--- src/rtl/dev_pkg.sv ---
`default_nettype none

package dev_pkg;

  localparam int FracBits = 16;
  localparam int WordW    = 32;
  localparam int GainW    = 17;
  localparam int TpsW     = 20;
  localparam int DiffW    = WordW + 1;
  localparam int MulW     = TpsW + 1;
  localparam int ProdW    = MulW + DiffW;
  localparam int AdjW     = ProdW - FracBits;
  localparam int SumW     = ((AdjW > WordW) ? AdjW : WordW) + 1;
  localparam int DivW     = ProdW - 1;
  localparam int CntW     = $clog2(DivW);
  localparam int PcW      = 5;
  localparam int PaddrW   = 4;
  localparam int PdataW   = 32;

  localparam logic [GainW-1:0] GainOne  = GainW'(64'd1 << FracBits);
  localparam logic [TpsW-1:0]  TpsReset = TpsW'(1000);

  localparam logic signed [WordW-1:0] WordMax = {1'b0, {(WordW-1){1'b1}}};
  localparam logic signed [WordW-1:0] WordMin = {1'b1, {(WordW-1){1'b0}}};

  typedef enum logic [1:0] {
    REG_DEPTH_GAIN       = 2'd0,
    REG_VELOCITY_GAIN    = 2'd1,
    REG_TICKS_PER_SECOND = 2'd2
  } dev_reg_e;

  typedef struct packed {
    logic [GainW-1:0] depth_gain;
    logic [GainW-1:0] velocity_gain;
    logic [TpsW-1:0]  ticks_per_second;
  } dev_cfg_t;

  typedef enum logic [4:0] {
    OP_NOP      = 5'd0,
    OP_LATCH    = 5'd1,
    OP_DT       = 5'd2,
    OP_DIFF_D   = 5'd3,
    OP_MUL_D    = 5'd4,
    OP_ADD_D    = 5'd5,
    OP_DZ       = 5'd6,
    OP_MUL_T    = 5'd7,
    OP_DIV_INIT = 5'd8,
    OP_DIV_STEP = 5'd9,
    OP_QSAT     = 5'd10,
    OP_DIFF_V   = 5'd11,
    OP_MUL_V    = 5'd12,
    OP_ADD_V    = 5'd13,
    OP_FIRST_V  = 5'd14,
    OP_IGNORE   = 5'd15,
    OP_FIRST    = 5'd16,
    OP_EMIT     = 5'd17
  } dev_op_e;

  typedef enum logic [2:0] {
    COND_NEVER       = 3'd0,
    COND_ALWAYS      = 3'd1,
    COND_NO_IN       = 3'd2,
    COND_NOT_STARTED = 3'd3,
    COND_TICK_SAME   = 3'd4,
    COND_DIV_MORE    = 3'd5,
    COND_VEL_NEW     = 3'd6,
    COND_OUT_FREE    = 3'd7
  } dev_cond_e;

  typedef struct packed {
    dev_op_e          op;
    dev_cond_e        cond;
    logic [PcW-1:0]   target;
  } dev_ctrl_t;

  typedef struct packed {
    logic in_valid;
    logic started;
    logic vel_started;
    logic tick_same;
    logic div_more;
    logic out_free;
  } dev_stat_t;

  localparam logic [PcW-1:0] StWait    = 5'd0;
  localparam logic [PcW-1:0] StCheck   = 5'd1;
  localparam logic [PcW-1:0] StDt      = 5'd2;
  localparam logic [PcW-1:0] StDiffD   = 5'd3;
  localparam logic [PcW-1:0] StMulD    = 5'd4;
  localparam logic [PcW-1:0] StAddD    = 5'd5;
  localparam logic [PcW-1:0] StDz      = 5'd6;
  localparam logic [PcW-1:0] StMulT    = 5'd7;
  localparam logic [PcW-1:0] StDivInit = 5'd8;
  localparam logic [PcW-1:0] StDivStep = 5'd9;
  localparam logic [PcW-1:0] StQsat    = 5'd10;
  localparam logic [PcW-1:0] StDiffV   = 5'd11;
  localparam logic [PcW-1:0] StMulV    = 5'd12;
  localparam logic [PcW-1:0] StAddV    = 5'd13;
  localparam logic [PcW-1:0] StFirstV  = 5'd14;
  localparam logic [PcW-1:0] StIgnore  = 5'd15;
  localparam logic [PcW-1:0] StFirst   = 5'd16;
  localparam logic [PcW-1:0] StEmit    = 5'd17;
  localparam logic [PcW-1:0] StRetry   = 5'd18;

  function automatic dev_ctrl_t dev_ucode(input logic [PcW-1:0] pc);
    dev_ctrl_t w;
    w = '{op: OP_NOP, cond: COND_ALWAYS, target: StWait};
    case (pc)
      StWait:    w = '{op: OP_LATCH,    cond: COND_NO_IN,       target: StWait};
      StCheck:   w = '{op: OP_NOP,      cond: COND_NOT_STARTED, target: StFirst};
      StDt:      w = '{op: OP_DT,       cond: COND_TICK_SAME,   target: StIgnore};
      StDiffD:   w = '{op: OP_DIFF_D,   cond: COND_NEVER,       target: StWait};
      StMulD:    w = '{op: OP_MUL_D,    cond: COND_NEVER,       target: StWait};
      StAddD:    w = '{op: OP_ADD_D,    cond: COND_NEVER,       target: StWait};
      StDz:      w = '{op: OP_DZ,       cond: COND_NEVER,       target: StWait};
      StMulT:    w = '{op: OP_MUL_T,    cond: COND_NEVER,       target: StWait};
      StDivInit: w = '{op: OP_DIV_INIT, cond: COND_NEVER,       target: StWait};
      StDivStep: w = '{op: OP_DIV_STEP, cond: COND_DIV_MORE,    target: StDivStep};
      StQsat:    w = '{op: OP_QSAT,     cond: COND_VEL_NEW,     target: StFirstV};
      StDiffV:   w = '{op: OP_DIFF_V,   cond: COND_NEVER,       target: StWait};
      StMulV:    w = '{op: OP_MUL_V,    cond: COND_NEVER,       target: StWait};
      StAddV:    w = '{op: OP_ADD_V,    cond: COND_ALWAYS,      target: StEmit};
      StFirstV:  w = '{op: OP_FIRST_V,  cond: COND_ALWAYS,      target: StEmit};
      StIgnore:  w = '{op: OP_IGNORE,   cond: COND_ALWAYS,      target: StEmit};
      StFirst:   w = '{op: OP_FIRST,    cond: COND_NEVER,       target: StWait};
      StEmit:    w = '{op: OP_EMIT,     cond: COND_OUT_FREE,    target: StWait};
      StRetry:   w = '{op: OP_NOP,      cond: COND_ALWAYS,      target: StEmit};
      default:   w = '{op: OP_NOP,      cond: COND_ALWAYS,      target: StWait};
    endcase
    return w;
  endfunction

endpackage

`default_nettype wire

--- src/rtl/dev_cfg_regs.sv ---
`default_nettype none

module dev_cfg_regs import dev_pkg::*; (
  input  logic              clk_i,
  input  logic              rst_ni,
  input  logic              psel,
  input  logic              penable,
  input  logic              pwrite,
  input  logic [PaddrW-1:0] paddr,
  input  logic [PdataW-1:0] pwdata,
  output logic [PdataW-1:0] prdata,
  output logic              pready,
  output dev_cfg_t          cfg_o
);

  dev_cfg_t   cfg_q;
  logic [1:0] reg_idx;

  assign reg_idx = paddr[3:2];
  assign pready  = 1'b1;
  assign cfg_o   = cfg_q;

  always_ff @(posedge clk_i or negedge rst_ni) begin
    if (!rst_ni) begin
      cfg_q.depth_gain       <= GainOne;
      cfg_q.velocity_gain    <= GainOne;
      cfg_q.ticks_per_second <= TpsReset;
    end else if (psel && penable && pwrite && pready) begin
      case (reg_idx)
        REG_DEPTH_GAIN:       cfg_q.depth_gain       <= pwdata[GainW-1:0];
        REG_VELOCITY_GAIN:    cfg_q.velocity_gain    <= pwdata[GainW-1:0];
        REG_TICKS_PER_SECOND: cfg_q.ticks_per_second <= pwdata[TpsW-1:0];
        default: ;
      endcase
    end
  end

  always_comb begin
    case (reg_idx)
      REG_DEPTH_GAIN:       prdata = PdataW'(cfg_q.depth_gain);
      REG_VELOCITY_GAIN:    prdata = PdataW'(cfg_q.velocity_gain);
      REG_TICKS_PER_SECOND: prdata = PdataW'(cfg_q.ticks_per_second);
      default:              prdata = '0;
    endcase
  end

endmodule

`default_nettype wire

--- config.mk ---
export PLATFORM = sky130hd
export DESIGN_NAME = dev_cfg_regs
export DESIGN_NICKNAME = d
export VERILOG_FILES = /design/src/rtl/dev_pkg.sv /design/src/rtl/dev_cfg_regs.sv
export SDC_FILE = /design/constraint.sdc
export NUM_CORES = 1
export LEC_CHECK = 0
export ABC_AREA = 1
export BUFFER_PORTS_ARGS = -buffer_cell sky130_fd_sc_hd__buf_4
export CORE_MARGIN = 5
export CORE_UTILIZATION = 46
export CTS_CLUSTER_DIAMETER = 100
export DETAILED_ROUTE_END_ITERATION = 16
export PLACE_DENSITY = 0.85
export SYNTH_ARGS = -nofsm -noshare
export SYNTH_HDL_FRONTEND = slang
export SYNTH_SLANG_ARGS = --single-unit
--- constraint.sdc ---
create_clock -name clk_i -period 1.1 [get_ports clk_i]
set_input_delay 0.165 -clock clk_i [delete_from_list [all_inputs] [get_ports clk_i]]
set_output_delay 0.165 -clock clk_i [all_outputs]
set_load 0.005 [all_outputs]
==> impl_metrics.toml <==
[routing]
wire_per_inst_um = 14.9
vias = 2745
drcViolationCount = 0
drt-pass1-iter-count = 4
ant_nets = 0
viasPerCell = 4.88
dr.first_iter.drc_count = 130
drt-total-wl_mm = 8.39

[critical_path]
path_cells = "nand2_1 > nand3_1 > buf_4"
r2r_start = "cfg_o[53]"
path_buf_inv = 1
r2r_setup_slack_ns = 0.21
critical_path_class = "reg -> out"
cp-start-kind = "flop"
path_max_fanout = 3
crit_family = "flip-flops"
reg2reg_depth = 4
cp.depth = 3
endpoint_kind = "primary output"
reg2reg_to = "cfg_o[53]"
max_stage_delay_ns = 0.57
crit_slowest_cell = "dfstp_2"
worst_ep_arrival_time_ns = 1.10
worst_ep_required_time_ns = 0.94

[global_route]
grt_antenna_before_repair = 0
track_usage_pct = 22.2
grt_start_max_net_pins = 55
grt-ovfl-total = 0
grt_pass1_wl_mm = 12.8
grt_pass1_vias = 2776

[place]
postPlaceCellArea_mm2 = 0.00348
dp_hpwl_mm = 5.25
gp_congestion = 0.811
place_inst = 510
port-buffer-count = 100

[status]
status = "finished with violations"
violations = "setup timing"

[timing]
finalSetupViolations = 38
setup_tns_ns = -2.49
setup_slack_ns = -0.170
hold_ws_ns = 0.0603
slew_violations = 0
rsz0062_at_grt = "yes"
finalClockSkew_ns = 0
timing.final.crit_share_pct = 115
fmax_ghz = 0.787
finalHoldViolCount = 0
fin_crit_ns = 1.27

[synth]
synth_mux_area_share_pct = 0
syn_area_mm2 = 0.00257
synth_seq_area_share_pct = 52.9
synth-warning-count = 0
synth_seq_cells = 54
synthSimpleGateAreaFrac_pct = 38.5
synth_adder_area_share_pct = 0
synth_cell_types = 16
synth_top_family_by_area = "simple AND/OR/NAND/NOR gates"
synthCells = 334
synth_compound_area_share_pct = 0
synthXorXnorAreaFrac_pct = 0
synth_area_per_cell_um2 = 7.70

[floorplanning]
die_y_um = 84.8
row_count = 27
ios = 128
start_util_pct = 47.0
core-area_mm2 = 0.00547
dieArea_mm2 = 0.00719
die_w_um = 84.8

[power_and_ir_drop]
p_per_area_mw_per_mm2 = 1560
ir_drop_v = 0.000943
p_leak_nw = 2.36

[final_layout]
postLayoutCoreUtil_pct = 75.8
drive_gt1_share_pct = 40.7
fillers = 378
regArea_mm2 = 0.00136
area_growth_pct = 61.4
nets = 531
antenna_cells = 0
largest_reg_flops = 54
multiInputGateArea_mm2 = 0.00108
stdcell_area_mm2 = 0.00415
final_cells = 563

[cts]
h-tree-depth = 2
cts.clk_slew.worst_paths_ns = 0.09
numCtsBuffers = 5
clock_latency_ns = 0.30
clock-sinks = 54
cts_tree = "done"
root_buffer = "clkbuf_8"
clk_path_buf_depth = 2

[job]
max_cap_viol_count = 0

[worst_hold_path]
whs_endpoint = "cfg_o[18]"
hp-start = "pwdata[18]"
hold_class = "in -> reg"
holdPathStages = 3
-- repair_timing --
action                                  4_1_cts  5_1_grt
buffers inserted                             31       13
hold buffers                                  1        0
endpoints found under the hold margin        46        0
gates resized for setup                      26       35
pin swaps                                    36       15
endpoints found under the setup margin       28       42
-- layer usage --
metal	wire length [um]	vias up	track usage [%]
met5	0	-	0
met4	65	0	6.91
met3	505	8	5.40
met2	4530	111	41.0
met1	3290	1331	25.0
li1	-	1295	-
-- power breakdown --
| group | leakage, nW | internal, mW | total (mW) | switching [mW] |
|---|---|---|---|---|
| logic | 1.64 | 1.55 | 2.46 | 0.915 |
| registers | 0.668 | 2.44 | 2.80 | 0.363 |
| clock network | 0.0544 | 0.578 | 1.22 | 0.646 |
| total | 2.36 | 4.56 | 6.49 | 1.92 |
-- per-stage QoR --
step                      setup slack (ns)  total power [mW]
after floorplan                      0.157              3.34
after global placement              0.0345              4.39
after detailed placement          -0.00537              4.47
after CTS                           -0.180              6.18
after global routing                -0.206              6.86
final                               -0.170              6.49
-- kinds of logic after synthesis --
family | Yosys count
other cells | 2
flops | 54
simple gates | 246
buf+inv | 32
-- worst max-delay path by stage --
stage                     startpoint         end  slack [ns]
final                       cfg_o[5]   prdata[5]       -0.17
after global routing        cfg_o[3]   prdata[3]       -0.21
after CTS                   cfg_o[7]   prdata[7]       -0.18
after detailed placement    paddr[3]   cfg_o[27]      -0.005
after global placement      paddr[2]  prdata[16]        0.03
after floorplan             paddr[2]   prdata[0]        0.16
-- synth_stat cells, drive strengths merged --
cell | instances | area share [%]
buf | 24 | 7.1
conb | 2 | 0.29
dfrtp | 46 | 45
dfstp | 8 | 8.2
inv | 8 | 1.2
nand2 | 220 | 33
nand3 | 18 | 3.7
nor2 | 8 | 1.9
-- cells in the final DEF, fill, tap and decap left out, drive strengths merged --
| cell type | count |
|---|---|
| nand2 | 220 |
| buf | 161 |
| dfrtp | 46 |
| nand3 | 18 |
| conb | 13 |
| dfstp | 8 |
| inv | 8 |
| nor2 | 8 |
| clkbuf | 7 |
| clkinv | 1 |
| dlygate4sd3 | 1 |
-- worst min-delay path, delay by kind of cell --
family	cells	cell delay (ns)
simple gates	2	0.09
buf+inv	1	0.08
-- area by class of cell --
type | count | area share (%)
Inverter | 8 | 0.724
Tap cell | 72 | 2.17
Clock buffer | 7 | 2.32
Multi-Input combinational cell | 259 | 26.1
Clock inverter | 1 | 0.211
Sequential cell | 54 | 32.8
Timing Repair Buffer | 162 | 35.7
(Power assumes the default switching activity.)
