[src/rtl/dev_pkg.sv]
`default_nettype none

package dev_pkg;

  localparam int FracBits = 16;
  localparam int WordW    = 32;
  localparam int GainW    = 17;
  localparam int TpsW     = 20;
  localparam int DiffW    = WordW + 1;
  localparam int MulW     = TpsW + 1;
  localparam int ProdW    = MulW + DiffW;
  localparam int AdjW     = ProdW - FracBits;
  localparam int SumW     = ((AdjW > WordW) ? AdjW : WordW) + 1;
  localparam int DivW     = ProdW - 1;
  localparam int CntW     = $clog2(DivW);
  localparam int PcW      = 5;
  localparam int PaddrW   = 4;
  localparam int PdataW   = 32;

  localparam logic [GainW-1:0] GainOne  = GainW'(64'd1 << FracBits);
  localparam logic [TpsW-1:0]  TpsReset = TpsW'(1000);

  localparam logic signed [WordW-1:0] WordMax = {1'b0, {(WordW-1){1'b1}}};
  localparam logic signed [WordW-1:0] WordMin = {1'b1, {(WordW-1){1'b0}}};

  typedef enum logic [1:0] {
    REG_DEPTH_GAIN       = 2'd0,
    REG_VELOCITY_GAIN    = 2'd1,
    REG_TICKS_PER_SECOND = 2'd2
  } dev_reg_e;

  typedef struct packed {
    logic [GainW-1:0] depth_gain;
    logic [GainW-1:0] velocity_gain;
    logic [TpsW-1:0]  ticks_per_second;
  } dev_cfg_t;

  typedef enum logic [4:0] {
    OP_NOP      = 5'd0,
    OP_LATCH    = 5'd1,
    OP_DT       = 5'd2,
    OP_DIFF_D   = 5'd3,
    OP_MUL_D    = 5'd4,
    OP_ADD_D    = 5'd5,
    OP_DZ       = 5'd6,
    OP_MUL_T    = 5'd7,
    OP_DIV_INIT = 5'd8,
    OP_DIV_STEP = 5'd9,
    OP_QSAT     = 5'd10,
    OP_DIFF_V   = 5'd11,
    OP_MUL_V    = 5'd12,
    OP_ADD_V    = 5'd13,
    OP_FIRST_V  = 5'd14,
    OP_IGNORE   = 5'd15,
    OP_FIRST    = 5'd16,
    OP_EMIT     = 5'd17
  } dev_op_e;

  typedef enum logic [2:0] {
    COND_NEVER       = 3'd0,
    COND_ALWAYS      = 3'd1,
    COND_NO_IN       = 3'd2,
    COND_NOT_STARTED = 3'd3,
    COND_TICK_SAME   = 3'd4,
    COND_DIV_MORE    = 3'd5,
    COND_VEL_NEW     = 3'd6,
    COND_OUT_FREE    = 3'd7
  } dev_cond_e;

  typedef struct packed {
    dev_op_e          op;
    dev_cond_e        cond;
    logic [PcW-1:0]   target;
  } dev_ctrl_t;

  typedef struct packed {
    logic in_valid;
    logic started;
    logic vel_started;
    logic tick_same;
    logic div_more;
    logic out_free;
  } dev_stat_t;

  localparam logic [PcW-1:0] StWait    = 5'd0;
  localparam logic [PcW-1:0] StCheck   = 5'd1;
  localparam logic [PcW-1:0] StDt      = 5'd2;
  localparam logic [PcW-1:0] StDiffD   = 5'd3;
  localparam logic [PcW-1:0] StMulD    = 5'd4;
  localparam logic [PcW-1:0] StAddD    = 5'd5;
  localparam logic [PcW-1:0] StDz      = 5'd6;
  localparam logic [PcW-1:0] StMulT    = 5'd7;
  localparam logic [PcW-1:0] StDivInit = 5'd8;
  localparam logic [PcW-1:0] StDivStep = 5'd9;
  localparam logic [PcW-1:0] StQsat    = 5'd10;
  localparam logic [PcW-1:0] StDiffV   = 5'd11;
  localparam logic [PcW-1:0] StMulV    = 5'd12;
  localparam logic [PcW-1:0] StAddV    = 5'd13;
  localparam logic [PcW-1:0] StFirstV  = 5'd14;
  localparam logic [PcW-1:0] StIgnore  = 5'd15;
  localparam logic [PcW-1:0] StFirst   = 5'd16;
  localparam logic [PcW-1:0] StEmit    = 5'd17;
  localparam logic [PcW-1:0] StRetry   = 5'd18;

  function automatic dev_ctrl_t dev_ucode(input logic [PcW-1:0] pc);
    dev_ctrl_t w;
    w = '{op: OP_NOP, cond: COND_ALWAYS, target: StWait};
    case (pc)
      StWait:    w = '{op: OP_LATCH,    cond: COND_NO_IN,       target: StWait};
      StCheck:   w = '{op: OP_NOP,      cond: COND_NOT_STARTED, target: StFirst};
      StDt:      w = '{op: OP_DT,       cond: COND_TICK_SAME,   target: StIgnore};
      StDiffD:   w = '{op: OP_DIFF_D,   cond: COND_NEVER,       target: StWait};
      StMulD:    w = '{op: OP_MUL_D,    cond: COND_NEVER,       target: StWait};
      StAddD:    w = '{op: OP_ADD_D,    cond: COND_NEVER,       target: StWait};
      StDz:      w = '{op: OP_DZ,       cond: COND_NEVER,       target: StWait};
      StMulT:    w = '{op: OP_MUL_T,    cond: COND_NEVER,       target: StWait};
      StDivInit: w = '{op: OP_DIV_INIT, cond: COND_NEVER,       target: StWait};
      StDivStep: w = '{op: OP_DIV_STEP, cond: COND_DIV_MORE,    target: StDivStep};
      StQsat:    w = '{op: OP_QSAT,     cond: COND_VEL_NEW,     target: StFirstV};
      StDiffV:   w = '{op: OP_DIFF_V,   cond: COND_NEVER,       target: StWait};
      StMulV:    w = '{op: OP_MUL_V,    cond: COND_NEVER,       target: StWait};
      StAddV:    w = '{op: OP_ADD_V,    cond: COND_ALWAYS,      target: StEmit};
      StFirstV:  w = '{op: OP_FIRST_V,  cond: COND_ALWAYS,      target: StEmit};
      StIgnore:  w = '{op: OP_IGNORE,   cond: COND_ALWAYS,      target: StEmit};
      StFirst:   w = '{op: OP_FIRST,    cond: COND_NEVER,       target: StWait};
      StEmit:    w = '{op: OP_EMIT,     cond: COND_OUT_FREE,    target: StWait};
      StRetry:   w = '{op: OP_NOP,      cond: COND_ALWAYS,      target: StEmit};
      default:   w = '{op: OP_NOP,      cond: COND_ALWAYS,      target: StWait};
    endcase
    return w;
  endfunction

endpackage

`default_nettype wire

[src/rtl/dev_sequencer.sv]
`default_nettype none

module dev_sequencer import dev_pkg::*; (
  input  logic      clk_i,
  input  logic      rst_ni,
  input  dev_stat_t stat_i,
  output dev_op_e   op_o
);

  logic [PcW-1:0] pc_q, pc_d;
  dev_ctrl_t      ctrl;
  logic           taken;

  assign ctrl = dev_ucode(pc_q);
  assign op_o = ctrl.op;

  always_comb begin
    unique case (ctrl.cond)
      COND_NEVER:       taken = 1'b0;
      COND_ALWAYS:      taken = 1'b1;
      COND_NO_IN:       taken = !stat_i.in_valid;
      COND_NOT_STARTED: taken = !stat_i.started;
      COND_TICK_SAME:   taken = stat_i.tick_same;
      COND_DIV_MORE:    taken = stat_i.div_more;
      COND_VEL_NEW:     taken = !stat_i.vel_started;
      COND_OUT_FREE:    taken = stat_i.out_free;
      default:          taken = 1'b1;
    endcase
    pc_d = taken ? ctrl.target : pc_q + PcW'(1);
  end

  always_ff @(posedge clk_i or negedge rst_ni) begin
    if (!rst_ni) begin
      pc_q <= StWait;
    end else begin
      pc_q <= pc_d;
    end
  end

endmodule

`default_nettype wire

[config.mk]
export PLATFORM = sky130hd
export DESIGN_NAME = dev_sequencer
export DESIGN_NICKNAME = d
export VERILOG_FILES = /design/src/rtl/dev_pkg.sv /design/src/rtl/dev_sequencer.sv
export SDC_FILE = /design/constraint.sdc
export NUM_CORES = 1
export LEC_CHECK = 0
export BUFFER_PORTS_ARGS = -buffer_cell sky130_fd_sc_hd__buf_2
export CORE_AREA = 2 2 39 41
export CTS_BUF_LIST = sky130_fd_sc_hd__clkbuf_4 sky130_fd_sc_hd__clkbuf_8
export DETAILED_ROUTE_END_ITERATION = 8
export DIE_AREA = 0 0 41 43
export PLACE_DENSITY = 0.84
export SLEW_MARGIN = 20
export SYNTH_ARGS = -nofsm -noshare
export SYNTH_HDL_FRONTEND = slang
export SYNTH_SLANG_ARGS = --single-unit
[constraint.sdc]
create_clock -name clk_i -period 6.25 [get_ports clk_i]
set_clock_uncertainty 0.1 [all_clocks]
set_input_delay 0 -clock clk_i [delete_from_list [all_inputs] [get_ports clk_i]]
set_output_delay 0 -clock clk_i [all_outputs]
set_load 0.02 [all_outputs]
==> impl_results.md, run 1 <==
- Remaining antenna violation count after routing: 0
- Static leakage: ~0.38 nW
- Worst EP arrival: roughly 2.4 ns
- Ys async rst share: 1.000
- Clock Pin Slew Worst Setup and Hold Paths: 0.04 ns
- Dpl ws: 3.891 ns
- Crit Path Category: reg2reg
- CTS sink cnt: 5
- Die area: 1763 um2
- Cells along the critical path: inv_1 > ha_1 > nor2b_1 > o31a_2 > mux2i_2 > mux2_4 > mux2i_4 > mux2i_1
- H-tree levels: 1
- Storage cell area: 125.1 um2
- First-pass GRT wire length: 2076 um
- Starting Density: 0.4828
- Post-DP HPWL: about 1100 um
- Unrepaired setup endpoints after global routing: false
- Pwr per Cell Area: 595.2 nW/um2
- Multi-input gate area: 493.0 um2
- Clock Path Buffers: 2
- Residual DRC: 0
- Post-layout total power: 0.4610 mW
- Critical Path Start: pc_q[0]
- Final min period: 2.381 ns
- Hold Crit Start: stat_i[2]
- Filler instances: 123
- Fin util: 0.5597
- Biggest register: pc_q
- Worst-margin pin slew: between 0.3 and 0.4 ns
- Total CTS buffers: 3
- Maximum vdd drop: 0.2236 mV
- Number of flip-flops in the largest register: 5
- Compound-Gate Fraction of Synth Area: 0.1536
- Antenna violations before repair: 0
- Core Rows: 14
- Core area: 1384 um2
- TNS Setup: 0 ns
- Fin. Hold Viols: 0
- Total length of routed wires: 1386 um
- Post-Syn Area per Cell: 9.153 um2
- GRT Util Overall: 0.1802
- Area fraction of the dominant cell type after synthesis: 0.1873
- Most common flop cell mapped by yosys: dfrtp_1
- Initial DRC count: 11
- Top Registers: pc_q (5)
- Post-CTS sizing: 0
- Element type at the critical path end: flop
- Vias in the first global route: approximately 500
- Die Ht: about 43 um
- Largest family of logic cells by synthesized area: multiplexers
- TritonRoute pass-1 iters: 4
- Sequential area share after synthesis: 0.1873
- Outcome: finished clean
- Area contributors post-synth: dfrtp_1, mux2i_1, ha_1, mux2i_4, inv_1
- Post-synthesis cell type count: 32
- Most frequent cells in the layout: buf_2, mux2i_1, inv_1, nor2_1
- Max-capacitance violation count: 0
- Netlist Area Pre-Place: 668.1 um2
- Layout cells sized above 1: 0.2841
- Fmax: 0.4200 GHz
- Hold Path Class: in2reg
- Commonest non-fill, non-tap cell in the layout: buf_2
- Clk root buf: clkbuf_4
- Post-layout nets: ~100
- Post-synthesis xor/xnor area fraction: 0.05243
- Top delay family on crit path: multiplexers
- Slowest CP cell: dfrtp_1
- Largest net degree at the start of global routing: 15
- Final antenna diode count: 0
- Number of synthesized register bits: 5
- Mux contribution to synthesized area: 0.2809
- Max incr delay on CP: ~0.45 ns
- Final max-slew violation count: 0
- CP Data Required Time: around 6.3 ns
- Post-Synth Adder-Cell Area: 0.07491
- Post-Synth Simple-Gate Area: 0.1760
- Post-synth EDFFs: 0
- Synth Instances: 73
- Die width: 41 um
- Nature of the critical path startpoint: flop
- P&R area growth vs syn: 15.92%
- Clk_lat worst skew: 0.24 ns
- IO Port Bufs: 12
- CTS tree: yes
- Dominant cell type by area after synthesis: dfrtp_1
- Final WS setup: a little under 4 ns
- Period utilization: 0.3809
- IO Count: 13
- Syn_nets: 85
- Drt wl/cell: 13.33 um
- Total number of vias: 552
- Setup Fix Bufs, Post-CTS: 0
- CP max FO: 7
- Slew Limit Headroom: 0.7360
- Synth warn: 0
- GR Overflow Total: 0
- Via density: ~5.3
- Hold-fix buffers, CTS: 2
- Final setup viols: 0
- RePlAce Congestion: about 0.79
- WP buf/inv: 1
- Reg2reg start: pc_q[0]
-- kinds of logic after synthesis --
kind of cell | Yosys count
AO/OA/AOI/OAI | 12
XOR/XNOR | 4
adder cells (fa/ha/maj) | 4
buffers and inverters | 10
flip-flops | 5
multiplexers | 15
AND/OR/NAND/NOR | 23
-- cell usage after synthesis, types with 2 or more instances --
library cell / n
mux2i_1: 8
and3_1: 2
ha_1: 4
inv_1: 7
nor2b_1: 4
mux2i_4: 2
dfrtp_1: 5
mux2_2: 2
xor2_1: 2
nand3_1: 2
nor2_1: 6
xnor2_1: 2
o21ai_0: 4
nand2_1: 5
-- path summary, 6_finish.rpt --
check                          end  slack (ns)  depth (start not counted)
setup / recovery           pc_q[1]        3.87                          8
hold / removal             pc_q[2]        0.21                          5
setup reg to reg           pc_q[1]        3.87                          8
hold reg to reg            pc_q[0]        0.51                          1
max in group asynchronous  pc_q[4]        5.26                          3
min in group asynchronous  pc_q[3]        0.59                          3
-- final cells by class --
| cell class | count | area share |
|---|---|---|
| multi-input combinational | 58 | 0.6365 |
| inverter | 7 | 0.03393 |
| tap | 16 | 0.02585 |
| clock buffer | 4 | 0.03877 |
| timing repair buffer | 14 | 0.1034 |
| sequential | 5 | 0.1616 |
-- worst register-to-register path, cell delays in order, from the launching register on --
cell     delay, ns
dfrtp_1       0.45
inv_1         0.11
ha_1          0.25
nor2b_1       0.09
o31a_2        0.39
mux2i_2       0.18
mux2_4        0.30
mux2i_4       0.21
mux2i_1       0.22
-- metrics by stage --
stage / hold WS [ns] / cell area (um2) / cells
floorplan: -0.3956 / 668.1 / 73
global placement: -0.2832 / 724.4 / 98
detailed placement: -0.2788 / 724.4 / 98
CTS: 0.1994 / 774.5 / 104
global route: 0.2377 / 774.5 / 104
finish: 0.2076 / 774.5 / 104
-- routing by layer --
metal / GRT usage / up-vias / part of all wire
li1: - / 285 / -
met1: 0.2145 / 254 / 0.45
met2: 0.2875 / 11 / 0.51
met3: 0 / 2 / 0.019
met4: 0.1400 / 0 / 0.019
met5: 0 / - / 0
-- power breakdown --
| group | switching [mW] | internal [mW] |
|---|---|---|
| clock | 0.0123 | 0.0284 |
| combinational | 0.177 | 0.163 |
| sequential | 0.0330 | 0.0469 |
Note: power is estimated with default switching activity, not from simulation.
==> inputs of run 2 (changes only) <==
==> constraint.sdc (replaced) <==
create_clock -name clk_i -period 2.45 [get_ports clk_i]
set_clock_uncertainty 0.1 [all_clocks]
set_input_delay 0 -clock clk_i [delete_from_list [all_inputs] [get_ports clk_i]]
set_output_delay 0 -clock clk_i [all_outputs]
set_load 0.02 [all_outputs]
==> impl_results.md, run 2 (synthesis results as in run 1) <==
- FF-to-FF End: pc_q[2]
- GR Overflow Total: 0 (unchanged)
- Fmax: 0.4316 GHz (+2.8%)
- TNS Setup: 0 ns (unchanged)
- Initial DRC count: 7 (-4)
- Nature of the critical path startpoint: flop
- Vias in the first global route: 565 (+13%)
- Multi-input gate area: 495.5 um2 (+0.51%)
- Final setup viols: 0 (unchanged)
- Biggest register: pc_q
- Final antenna diode count: 0 (unchanged)
- Maximum vdd drop: 0.5672 mV (+150%)
- Number of flip-flops in the largest register: 5 (unchanged)
- Unrepaired setup endpoints after global routing: false
- Commonest non-fill, non-tap cell in the layout: buf_2
- Hold depth: 5 (unchanged)
- Clk_lat worst skew: 0.24 ns (about the same)
- CTS tree: yes
- Hold Path Class: in2reg
- IO Port Bufs: 12 (unchanged)
- Worst-margin pin slew: 0.3682 ns (-0.01681 ns)
- CTS sink cnt: 5 (unchanged)
- R2R setup slack: 0.13 ns (-3.74 ns)
- Sink of the worst hold path: pc_q[3]
- Post-route cell area: 790.8 um2 (+2.1%)
- Layout cells sized above 1: 0.3222 (+0.03813)
- Final WS setup: 0.1331 ns (-3.736 ns)
- RePlAce Congestion: 0.7949 (+0.24%)
- Total number of vias: 564 (+2.2%)
- First-pass GRT wire length: 2256 um (+8.7%)
- Drt wl/cell: 13.59 um (+2.0%)
- Remaining antenna violation count after routing: 0 (unchanged)
- TritonRoute pass-1 iters: 4 (unchanged)
- R2R depth: 8 (unchanged)
- Post-layout total power: 1.204 mW (+160%)
- Max-capacitance violation count: 0 (unchanged)
- Most frequent cells in the layout: buf_2, mux2i_1, inv_1, nor2_1, nand2_1
- Dpl ws: 0.1278 ns (-3.763 ns)
- Die Ht: 43 um (unchanged)
- Crit Path Category: reg2reg
- Outcome: finished clean
- GRT Util Overall: 0.1931 (+0.01296)
- Filler instances: 121 (-1.6%)
- CP max FO: 6 (-1)
- Residual DRC: 0 (unchanged)
- Via density: 5.321 (+0.25%)
- Final min period: 2.317 ns (-0.06373 ns)
- Pwr per Cell Area: 1523 nW/um2 (+160%)
- Largest net degree at the start of global routing: 14 (-1)
- Placed cell areas: 739.5 um2 (+2.1%)
- Die area: 1763 um2 (unchanged)
- Clk root buf: clkbuf_4
- Hold Crit Start: stat_i[5]
- Period utilization: 0.9457 (+0.5648)
- Die width: 41 um (unchanged)
- Core Rows: 14 (unchanged)
- Clock Pin Slew Worst Setup and Hold Paths: 0.05 ns (about the same)
- IO Count: 13 (unchanged)
- P&R area growth vs syn: 18.35%
- Core area: 1384 um2 (unchanged)
- Cell Count, Final, Fillers Out: 106 (+1.9%)
- Worst EP arrival: 2.38 ns (-0.06 ns)
- Top Registers: pc_q (5)
- Final max-slew violation count: 0 (unchanged)
- Clock Path Buffers: 2 (unchanged)
- Post-DP HPWL: 1142 um (+3.2%)
- H-tree levels: 1 (unchanged)
- Total length of routed wires: 1441 um (+4.0%)
- Fin. Hold Viols: 0 (unchanged)
- Starting Density: 0.4828 (unchanged)
- Element type at the critical path end: flop
- Antenna violations before repair: 0 (unchanged)
- Total CTS buffers: 3 (unchanged)
- Storage cell area: 126.4 um2 (+1.0%)
- Slew Limit Headroom: 0.7475 (+0.01152)
- CP Data Required Time: 2.51 ns (-3.80 ns)
- Placed insts: 100 (+2.0%)
- Static leakage: 0.3841 nW (+1.8%)
- Reg2reg start: pc_q[1]
- Post-layout nets: 103 (+2.0%)
run 2: per-layer routing:
| layer | wire [um] | vias to the layer above | GRT usage | part of all wire |
|---|---|---|---|---|
| li1 | - | 288 | - | - |
| met1 | 629 | 268 | 0.2171 | 0.44 |
| met2 | 792 | 8 | 0.3188 | 0.55 |
| met3 | 19 | 0 | 0.02094 | 0.013 |
| met4 | 0 | 0 | 0.1267 | 0 |
| met5 | 0 | - | 0 | 0 |
run 2: worst max path at each step:
stage            start  endpoint  slack [ns]
2_1_floorplan  pc_q[0]   pc_q[0]        0.31
5_1_grt        pc_q[1]   pc_q[1]       0.002
3_3_place_gp   pc_q[0]   pc_q[0]        0.13
3_5_place_dp   pc_q[0]   pc_q[0]        0.13
4_1_cts        pc_q[0]   pc_q[2]        0.08
6_report       pc_q[1]   pc_q[2]        0.13
run 2: power breakdown:
part / leakage (nW) / switching [mW] / total, mW / internal [mW]
sequential: 0.0629 / 0.0403 / 0.162 / 0.122
combinational: 0.304 / 0.509 / 0.945 / 0.436
clock: 0.0177 / 0.0377 / 0.0970 / 0.0592
total: 0.384 / 0.587 / 1.20 / 0.617
run 2: final cells by class:
cell class	count	area share
clock buffers	3	0.02848
clock inverters	1	0.006329
inverters	7	0.03323
multi-input cells	58	0.6266
flip-flops and latches	5	0.1598
well taps	16	0.02532
repair buffers	16	0.1203
run 2: repair_timing:
action,in CTS,in global routing
endpoints found under the setup margin,0,3
buffers inserted,0,0
resized for setup,0,2
endpoints found under the hold margin,5,0
hold buffers,2,0
run 2: critical path, stage by stage, from the launching register on:
cell and delay [ns]:
dfrtp_1 0.43, inv_1 0.14, ha_1 0.22, nand4bb_1 0.20, o31a_2 0.22, nand2b_1 0.20, mux2i_4 0.22, mux2_1 0.35
mux2i_1 0.15
run 2: stage by stage:
| stage | utilization | hold slack [ns] |
|---|---|---|
| 4_1_cts | 0.5687 | 0.2019 |
| 3_5_place_dp | 0.5344 | -0.2808 |
| 5_1_grt | 0.5714 | 0.2603 |
| 2_1_floorplan | - | -0.3956 |
| 6_report | 0.5714 | 0.2147 |
| 3_3_place_gp | 0.5344 | -0.2845 |
